<file path="src/design/icy_metadata_deframer_top_macros.svh">
// ----------------------------------------------------------------------------
// Assertion macros for the metadata deframer
// Implication checks that are compiled away when SYNTH is defined.
// ----------------------------------------------------------------------------
`ifndef ICY_METADATA_DEFRAMER_TOP_MACROS_SVH
`define ICY_METADATA_DEFRAMER_TOP_MACROS_SVH

`ifndef SYNTH
`define IMD_ASSERT_IMP(label, ante, cons) \
    label: assert property (@(posedge clk) disable iff (!rst_n) (ante) |-> (cons)) \
        else $error("imd assertion failed");
`define IMD_ASSERT_NEXT(label, ante, cons) \
    label: assert property (@(posedge clk) disable iff (!rst_n) (ante) |=> cons) \
        else $error("imd assertion failed");
`else
`define IMD_ASSERT_IMP(label, ante, cons)
`define IMD_ASSERT_NEXT(label, ante, cons)
`endif

`endif

</file>
<file path="src/design/imd_pkg.sv">
// ----------------------------------------------------------------------------
// imd_pkg
// Shared types, constants and the title prefix table of the deframer.
// ----------------------------------------------------------------------------
`timescale 1ns / 1ps

package imd_pkg;

    localparam int LEN_UNIT   = 16;
    localparam int PREFIX_LEN = 13;
    localparam int ITEM_SLOTS = 3;

    localparam logic [7:0] CHAR_QUOTE = 8'h27;
    localparam logic [7:0] CHAR_SEMI  = 8'h3B;

    typedef enum logic [1:0] {
        KIND_AUDIO = 2'd0,
        KIND_TEXT  = 2'd1,
        KIND_MARK  = 2'd2
    } kind_t;

    typedef struct packed {
        logic [3:0]                  rep_cnt;
        logic [3:0]                  total;
        logic [ITEM_SLOTS-1:0][7:0]  item_byte;
        kind_t [ITEM_SLOTS-1:0]      item_kind;
    } desc_t;

    typedef struct packed {
        logic pass_through;
        logic in_body;
    } status_t;

    function automatic logic [7:0] prefix_char(input logic [3:0] idx);
        logic [7:0] c;
        unique case (idx)
            4'd0:    c = 8'h53;
            4'd1:    c = 8'h74;
            4'd2:    c = 8'h72;
            4'd3:    c = 8'h65;
            4'd4:    c = 8'h61;
            4'd5:    c = 8'h6D;
            4'd6:    c = 8'h54;
            4'd7:    c = 8'h69;
            4'd8:    c = 8'h74;
            4'd9:    c = 8'h6C;
            4'd10:   c = 8'h65;
            4'd11:   c = 8'h3D;
            4'd12:   c = 8'h27;
            default: c = 8'h00;
        endcase
        return c;
    endfunction

endpackage

</file>
<file path="src/design/imd_parser.sv">
// ----------------------------------------------------------------------------
// imd_parser
// Framing state and the per-item decision of which results to produce.
// ----------------------------------------------------------------------------
`timescale 1ns / 1ps

module imd_parser (
    input  logic                clk,
    input  logic                rst_n,
    input  logic                cfg_write_en,
    input  logic [15:0]         cfg_write_data,
    input  logic                in_fire,
    input  logic [7:0]          data_byte,
    output imd_pkg::desc_t      desc,
    output logic                desc_nonempty,
    output imd_pkg::status_t    status
);

    typedef enum logic {
        PH_AUDIO,
        PH_BODY
    } phase_t;

    typedef enum logic [1:0] {
        TM_MATCH  = 2'd0,
        TM_TITLE  = 2'd1,
        TM_WHOLE  = 2'd2,
        TM_CLOSED = 2'd3
    } mode_t;

    logic [15:0] metaint_reg;
    phase_t      phase_reg, phase_next;
    logic [15:0] audio_count_reg, audio_count_next;
    logic [11:0] meta_rem_reg, meta_rem_next;
    logic [3:0]  prefix_pos_reg, prefix_pos_next;
    mode_t       mode_reg, mode_next;
    logic        quote_reg, quote_next;

    logic [11:0] len;
    logic [1:0]  n;
    logic [3:0]  rep;
    logic [imd_pkg::ITEM_SLOTS-1:0][7:0] ibyte;
    imd_pkg::kind_t [imd_pkg::ITEM_SLOTS-1:0] ikind;

    always_comb
    begin
        phase_next       = phase_reg;
        audio_count_next = audio_count_reg;
        meta_rem_next    = meta_rem_reg;
        prefix_pos_next  = prefix_pos_reg;
        mode_next        = mode_reg;
        quote_next       = quote_reg;
        n     = 2'd0;
        rep   = 4'd0;
        ibyte = '0;
        ikind = '{default: imd_pkg::KIND_AUDIO};
        len   = 12'({4'd0, data_byte} * 12'(imd_pkg::LEN_UNIT));

        if (phase_reg == PH_AUDIO)
        begin
            if (metaint_reg == 16'd0 || audio_count_reg < metaint_reg)
            begin
                if (metaint_reg != 16'd0)
                begin
                    audio_count_next = audio_count_reg + 16'd1;
                end
                ibyte[n] = data_byte;
                ikind[n] = imd_pkg::KIND_AUDIO;
                n = n + 2'd1;
            end
            else
            begin
                audio_count_next = 16'd0;
                if (len != 12'd0)
                begin
                    phase_next      = PH_BODY;
                    meta_rem_next   = len;
                    prefix_pos_next = 4'd0;
                    quote_next      = 1'b0;
                    mode_next = (len > 12'(imd_pkg::PREFIX_LEN)) ? TM_MATCH : TM_WHOLE;
                end
            end
        end
        else
        begin
            unique case (mode_reg)
                TM_MATCH:
                begin
                    if (prefix_pos_reg < 4'(imd_pkg::PREFIX_LEN) &&
                        data_byte == imd_pkg::prefix_char(prefix_pos_reg))
                    begin
                        prefix_pos_next = prefix_pos_reg + 4'd1;
                        if (prefix_pos_next >= 4'(imd_pkg::PREFIX_LEN))
                        begin
                            mode_next = TM_TITLE;
                        end
                    end
                    else
                    begin
                        rep = prefix_pos_reg;
                        ibyte[n] = data_byte;
                        ikind[n] = imd_pkg::KIND_TEXT;
                        n = n + 2'd1;
                        mode_next = TM_WHOLE;
                    end
                end
                TM_TITLE:
                begin
                    if (quote_reg && data_byte == imd_pkg::CHAR_SEMI)
                    begin
                        quote_next = 1'b0;
                        mode_next  = TM_CLOSED;
                    end
                    else
                    begin
                        if (quote_reg)
                        begin
                            ibyte[n] = imd_pkg::CHAR_QUOTE;
                            ikind[n] = imd_pkg::KIND_TEXT;
                            n = n + 2'd1;
                        end
                        if (data_byte == imd_pkg::CHAR_QUOTE)
                        begin
                            quote_next = 1'b1;
                        end
                        else
                        begin
                            quote_next = 1'b0;
                            ibyte[n] = data_byte;
                            ikind[n] = imd_pkg::KIND_TEXT;
                            n = n + 2'd1;
                        end
                    end
                end
                TM_WHOLE:
                begin
                    ibyte[n] = data_byte;
                    ikind[n] = imd_pkg::KIND_TEXT;
                    n = n + 2'd1;
                end
                TM_CLOSED:
                begin
                end
            endcase

            meta_rem_next = meta_rem_reg - 12'd1;
            if (meta_rem_next == 12'd0)
            begin
                if (mode_next == TM_TITLE && quote_next)
                begin
                    ibyte[n] = imd_pkg::CHAR_QUOTE;
                    ikind[n] = imd_pkg::KIND_TEXT;
                    n = n + 2'd1;
                end
                quote_next       = 1'b0;
                prefix_pos_next  = 4'd0;
                mode_next        = TM_MATCH;
                phase_next       = PH_AUDIO;
                audio_count_next = 16'd0;
                ibyte[n] = 8'd0;
                ikind[n] = imd_pkg::KIND_MARK;
                n = n + 2'd1;
            end
        end
    end

    assign desc.rep_cnt   = rep;
    assign desc.total     = rep + {2'd0, n};
    assign desc.item_byte = ibyte;
    assign desc.item_kind = ikind;
    assign desc_nonempty  = (desc.total != 4'd0);

    assign status.pass_through = (metaint_reg == 16'd0);
    assign status.in_body      = (phase_reg == PH_BODY);

    always_ff @(posedge clk or negedge rst_n)
    begin
        if (!rst_n)
        begin
            metaint_reg     <= 16'd0;
            phase_reg       <= PH_AUDIO;
            audio_count_reg <= 16'd0;
            meta_rem_reg    <= 12'd0;
            prefix_pos_reg  <= 4'd0;
            mode_reg        <= TM_MATCH;
            quote_reg       <= 1'b0;
        end
        else
        begin
            if (cfg_write_en)
            begin
                metaint_reg <= cfg_write_data;
            end
            if (in_fire)
            begin
                phase_reg       <= phase_next;
                audio_count_reg <= audio_count_next;
                meta_rem_reg    <= meta_rem_next;
                prefix_pos_reg  <= prefix_pos_next;
                mode_reg        <= mode_next;
                quote_reg       <= quote_next;
            end
        end
    end

endmodule

</file>
<file path="src/design/imd_emitter.sv">
// ----------------------------------------------------------------------------
// imd_emitter
// Holds one item's results and sends one per cycle while out_stall is low.
// ----------------------------------------------------------------------------
`timescale 1ns / 1ps

module imd_emitter (
    input  logic             clk,
    input  logic             rst_n,
    input  logic             desc_load,
    input  imd_pkg::desc_t   desc_in,
    output logic             accept_ok,
    output logic             out_valid,
    input  logic             out_stall,
    output logic [7:0]       out_byte,
    output logic [1:0]       kind
);

    imd_pkg::desc_t desc_reg;
    logic           desc_valid_reg;
    logic [3:0]     pos_reg;
    logic           out_valid_reg;
    logic [7:0]     out_byte_reg;
    imd_pkg::kind_t out_kind_reg;

    logic           out_load;
    logic           emit;
    logic           last;
    logic [3:0]     idx;
    logic [7:0]     cur_byte;
    imd_pkg::kind_t cur_kind;

    assign out_load  = !out_valid_reg || !out_stall;
    assign emit      = desc_valid_reg && out_load;
    assign last      = (pos_reg == desc_reg.total - 4'd1);
    assign accept_ok = !desc_valid_reg || (emit && last);
    assign idx       = pos_reg - desc_reg.rep_cnt;

    always_comb
    begin
        cur_byte = 8'd0;
        cur_kind = imd_pkg::KIND_TEXT;
        if (pos_reg < desc_reg.rep_cnt)
        begin
            cur_byte = imd_pkg::prefix_char(pos_reg);
        end
        else
        begin
            unique case (idx[1:0])
                2'd0:
                begin
                    cur_byte = desc_reg.item_byte[0];
                    cur_kind = desc_reg.item_kind[0];
                end
                2'd1:
                begin
                    cur_byte = desc_reg.item_byte[1];
                    cur_kind = desc_reg.item_kind[1];
                end
                2'd2:
                begin
                    cur_byte = desc_reg.item_byte[2];
                    cur_kind = desc_reg.item_kind[2];
                end
                default:
                begin
                    cur_byte = 8'd0;
                    cur_kind = imd_pkg::KIND_TEXT;
                end
            endcase
        end
    end

    always_ff @(posedge clk or negedge rst_n)
    begin
        if (!rst_n)
        begin
            desc_valid_reg <= 1'b0;
            pos_reg        <= 4'd0;
            out_valid_reg  <= 1'b0;
        end
        else
        begin
            if (out_load)
            begin
                out_valid_reg <= emit;
            end
            if (desc_load)
            begin
                desc_valid_reg <= 1'b1;
                pos_reg        <= 4'd0;
            end
            else if (emit && last)
            begin
                desc_valid_reg <= 1'b0;
            end
            else if (emit)
            begin
                pos_reg <= pos_reg + 4'd1;
            end
        end
    end

    always_ff @(posedge clk)
    begin
        if (desc_load)
        begin
            desc_reg <= desc_in;
        end
        if (emit)
        begin
            out_byte_reg <= cur_byte;
            out_kind_reg <= cur_kind;
        end
    end

    assign out_valid = out_valid_reg;
    assign out_byte  = out_byte_reg;
    assign kind      = out_kind_reg;

endmodule

</file>
<file path="src/design/icy_metadata_deframer_top.sv">
// A result passes from the emitter's descriptor register to its output register.
// Throughput: one item per cycle while items give at most one result and out_stall is low.
// An item with k results holds the input while its results leave, one per unstalled cycle.
// A prefix mismatch replays up to 12 held bytes, so such an item gives up to 13 results.
// Reset is asynchronous and active low; metaint returns to zero, which means pass-through.
// ----------------------------------------------------------------------------
// icy_metadata_deframer_top
// Splits a received byte stream into audio bytes, metadata text and markers.
// ----------------------------------------------------------------------------
`timescale 1ns / 1ps
`include "icy_metadata_deframer_top_macros.svh"

module icy_metadata_deframer_top (
    input  logic        clk,
    input  logic        rst_n,
    input  logic        cfg_write_en,
    input  logic [15:0] cfg_write_data,
    input  logic        in_valid,
    output logic        in_stall,
    input  logic [7:0]  data_byte,
    output logic        out_valid,
    input  logic        out_stall,
    output logic [7:0]  out_byte,
    output logic [1:0]  kind
);

    imd_pkg::desc_t   desc;
    imd_pkg::status_t status;
    logic             desc_nonempty;
    logic             accept_ok;
    logic             in_fire;

    assign in_stall = !accept_ok;
    assign in_fire  = in_valid && accept_ok;

    imd_parser u_parser (
        .clk            (clk),
        .rst_n          (rst_n),
        .cfg_write_en   (cfg_write_en),
        .cfg_write_data (cfg_write_data),
        .in_fire        (in_fire),
        .data_byte      (data_byte),
        .desc           (desc),
        .desc_nonempty  (desc_nonempty),
        .status         (status)
    );

    imd_emitter u_emitter (
        .clk        (clk),
        .rst_n      (rst_n),
        .desc_load  (in_fire && desc_nonempty),
        .desc_in    (desc),
        .accept_ok  (accept_ok),
        .out_valid  (out_valid),
        .out_stall  (out_stall),
        .out_byte   (out_byte),
        .kind       (kind)
    );

    `IMD_ASSERT_IMP(a_marker_zero, out_valid && kind == imd_pkg::KIND_MARK, out_byte == 8'd0)
    `IMD_ASSERT_NEXT(a_empty_no_stall, in_fire && !desc_nonempty, !in_stall)
    `IMD_ASSERT_NEXT(a_pass_audio, in_fire && status.pass_through && !status.in_body, ##1 out_valid)

endmodule

</file>
<file path="config.mk">
export PLATFORM = sky130hd
export DESIGN_NAME = icy_metadata_deframer_top
export DESIGN_NICKNAME = d
export VERILOG_FILES = /design/src/design/imd_pkg.sv /design/src/design/imd_parser.sv /design/src/design/imd_emitter.sv /design/src/design/icy_metadata_deframer_top.sv
export VERILOG_INCLUDE_DIRS = /design/src /design/src/design
export SDC_FILE = /design/constraint.sdc
export NUM_CORES = 1
export LEC_CHECK = 0
export BUFFER_PORTS_ARGS = -buffer_cell sky130_fd_sc_hd__buf_2
export CAP_MARGIN = 20
export CORE_ASPECT_RATIO = 1.5
export CORE_UTILIZATION = 55
export DETAILED_ROUTE_END_ITERATION = 7
export PLACE_DENSITY = 0.82
export REMOVE_ABC_BUFFERS = 1
export SYNTH_ARGS = -nofsm -noshare
export SYNTH_HDL_FRONTEND = slang
export SYNTH_SLANG_ARGS = --single-unit
</file>
<file path="constraint.sdc">
create_clock -name clk -period 7.7 [get_ports clk]
set_clock_uncertainty 0.1 [all_clocks]
set_input_delay 0.385 -clock clk [delete_from_list [all_inputs] [get_ports clk]]
set_output_delay 0.385 -clock clk [all_outputs]
set_load 0.02 [all_outputs]
</file>
==> out/results.tsv <==
metric	value	unit
run_status	completed	
stdcell_count	871	
finalMaxSlewViolations	0	
grt_pass1_wl	24900	microns
cts-root-buf	clkbuf_16	
min_period_over_period	0.880	
clk_latency	350	ps
fin_crit	6780	ps
synth_top_flop_cell	dfrtp_1	
fin_area	0.00702	sq mm
cap_violations	0	
cts_tree	done	
synth_cells	692	
arrival	6900	ps
cts_buffer_depth	2	
insertedDiodeCount	0	
antenna_found_initial	0	
leakage	3.05	nW
worst_pin_slew	997	ps
htreeDepth	3	
ys_seq_area_frac	0.411	
drive_gt1_frac	0.126	
cp-end-kind	register	
hpwl	11200	microns
cts.sinks	98	
clkTransAtPathRegs	70	ps
synth_edf_count	40	
firstDrtPassIters	5	
ir_drop	0.133	mV
required	7830	ps
rsz0062_at_grt	false	
worstSetupPathType	register to register	
synth_cell_types	74	
drt-vias-per-instance	6.20	
drt-initial-drc-count	476	
placed_cell_area	0.00673	sq mm
vias	5396	
wl	15000	microns
setup_viol_count_final	0	
cts_resized	0	
grt_usage	0.258	
dieArea	0.0122	sq mm
ant_nets	0	
worst_hold_path_type	input port to async pin	
die_w	90.4	microns
fp.dieH	135	microns
finalHoldViolations	0	
avgSynthCellArea	9.32	sq um
drc	0	
synth-seq-cells	98	
ios	41	
initial_utilization	0.562	
coreArea	0.0115	sq mm
rows	48	
wl_per_cell	17.2	microns
mappedNetlistArea	0.00645	sq mm
largest_reg_flops	30	
synth_warnings	0	
critPathMaxFanout	35	
grt_pass1_vias	5268	
grt_overflow	0	
cp-start-kind	register	
cts_hold_buf	0	
cts_setup_buffers	0	
nets	788	
areaGrowthSynthToFinish	8.87	%
finalSetupTns	0	ps
globalplace.congestion	0.952	
ys_async_sr_fraction	0.592	
port_buffers	40	
power_density	244	mW/mm^2
numCtsBuffers	9	
dp.cells	853	
fmax	0.148	GHz
relSlewSlack	0.329	
grt_max_degree	59	
cell families after synthesis:
group	count (synthesis)	share of synthesized area
mux	20	0.0318
fa+ha+maj	43	0.0858
flops	98	0.411
xor+xnor	18	0.0244
simple gates	231	0.185
compound gates	193	0.205
buf+inv	89	0.0565
where the power goes:
part	total (W)	switching, W	internal, W	leakage, nW
combinational	0.000564	0.000346	0.000219	1.82
clock	0.000431	0.000207	0.000223	0.135
sequential	0.000716	0.0000650	0.000651	1.10
final cells by class:
type	instances	area, sq um
fill	962	4450
tap	150	188
sequential	98	2650
inverter	55	206
clock inverter	6	50.0
clock buffer	10	229
timing repair buffer	47	250
multi-input combinational	505	3440
worst max-delay path, stage by stage (launching register included):
cell	delay, ps
dfrtp_1	480
inv_1	180
ha_1	380
or2_2	290
a32oi_1	210
xnor2_1	120
and3_1	260
a31oi_1	590
nor2_1	190
ha_1	340
a21o_1	180
ha_1	300
a21oi_1	250
nor2_1	80
ha_1	290
a21oi_1	170
nor2_1	70
xnor2_1	170
or4b_2	600
a2111oi_0	710
a2111oi_4	80
buf_4	300
or2_2	320
worst paths after layout:
kind	start	endpoint	slack [ps]	depth (start not counted)
max	u_parser.prefix_pos_reg[0]$_DFFE_PN0P_	u_emitter.desc_valid_reg$_DFFE_PN0P_	920	22
min	rst_n	u_parser.metaint_reg[4]$_DFFE_PN0P_	80	2
max reg2reg	u_parser.prefix_pos_reg[0]$_DFFE_PN0P_	u_emitter.desc_valid_reg$_DFFE_PN0P_	920	22
min reg2reg	u_parser.audio_count_reg[15]$_DFFE_PN0P_	u_parser.audio_count_reg[15]$_DFFE_PN0P_	400	1
max in group asynchronous	rst_n	u_emitter.pos_reg[1]$_DFFE_PN0P_	6890	2
min in group clk	cfg_write_data[10]	u_parser.metaint_reg[10]$_DFFE_PN0P_	140	3
through the flow:
stage | power (W) | util | setup slack [ps] | hold WS (ps)
floorplan | 0.00112 | - | 911 | -10.6
global route | 0.00181 | 0.612 | 565 | 151
CTS | 0.00171 | 0.611 | 942 | 121
global placement | 0.00126 | 0.587 | 1280 | 373
finish | 0.00171 | 0.612 | 925 | 76.4
detailed placement | 0.00128 | 0.587 | 990 | 377
Yosys cell counts (4+ instances only):
| cell type | instances | area, sq um |
|---|---|---|
| mux2_2 | 4 | 45.0 |
| clkbuf_1 | 22 | 82.6 |
| ha_1 | 41 | 513 |
| nand3b_1 | 4 | 30.0 |
| a22o_1 | 4 | 35.0 |
| o2bb2ai_1 | 6 | 52.6 |
| o31ai_2 | 4 | 50.1 |
| o22ai_1 | 8 | 50.1 |
| dfrtp_1 | 58 | 1450 |
| nand4_1 | 9 | 56.3 |
| xor2_1 | 4 | 35.0 |
| and3_1 | 23 | 144 |
| xnor2_1 | 14 | 123 |
| o31ai_1 | 12 | 90.1 |
| nor2_1 | 52 | 195 |
| a21oi_1 | 34 | 170 |
| nor2b_1 | 4 | 25.0 |
| nand3_1 | 20 | 100 |
| or2_2 | 5 | 31.3 |
| nand2_1 | 52 | 195 |
| mux2i_1 | 16 | 160 |
| nor4_1 | 10 | 62.6 |
| o21ai_0 | 62 | 310 |
| a31oi_1 | 7 | 43.8 |
| edfxtp_1 | 40 | 1200 |
| nand2b_1 | 17 | 106 |
| nor3_1 | 12 | 60.1 |
| buf_2 | 6 | 30.0 |
| o211ai_1 | 5 | 37.5 |
| and2_1 | 9 | 56.3 |
| inv_1 | 55 | 206 |
| a21o_1 | 8 | 60.1 |
cells in the final DEF, fill, tap and decap left out, types with 10 or more instances in the layout:
cell type and count:
nand2_1 52, nor3_1 12, nor4_1 10, dfrtp_1 58, mux2i_1 16, a21oi_1 34, nand2b_1 17, inv_1 55
and3_1 23, xnor2_1 14, o31ai_1 12, nor2_1 52, o21ai_0 62, buf_2 41, edfxtp_1 40, nand3_1 20
ha_1 41
layer usage:
| layer | part of all wire | GRT usage | vias to the layer above |
|---|---|---|---|
| li1 | - | - | 2582 |
| met1 | 0.38 | 0.288 | 2595 |
| met2 | 0.53 | 0.476 | 175 |
| met3 | 0.044 | 0.0355 | 44 |
| met4 | 0.040 | 0.138 | 0 |
| met5 | 0 | 0 | - |
(Power assumes the default switching activity.)
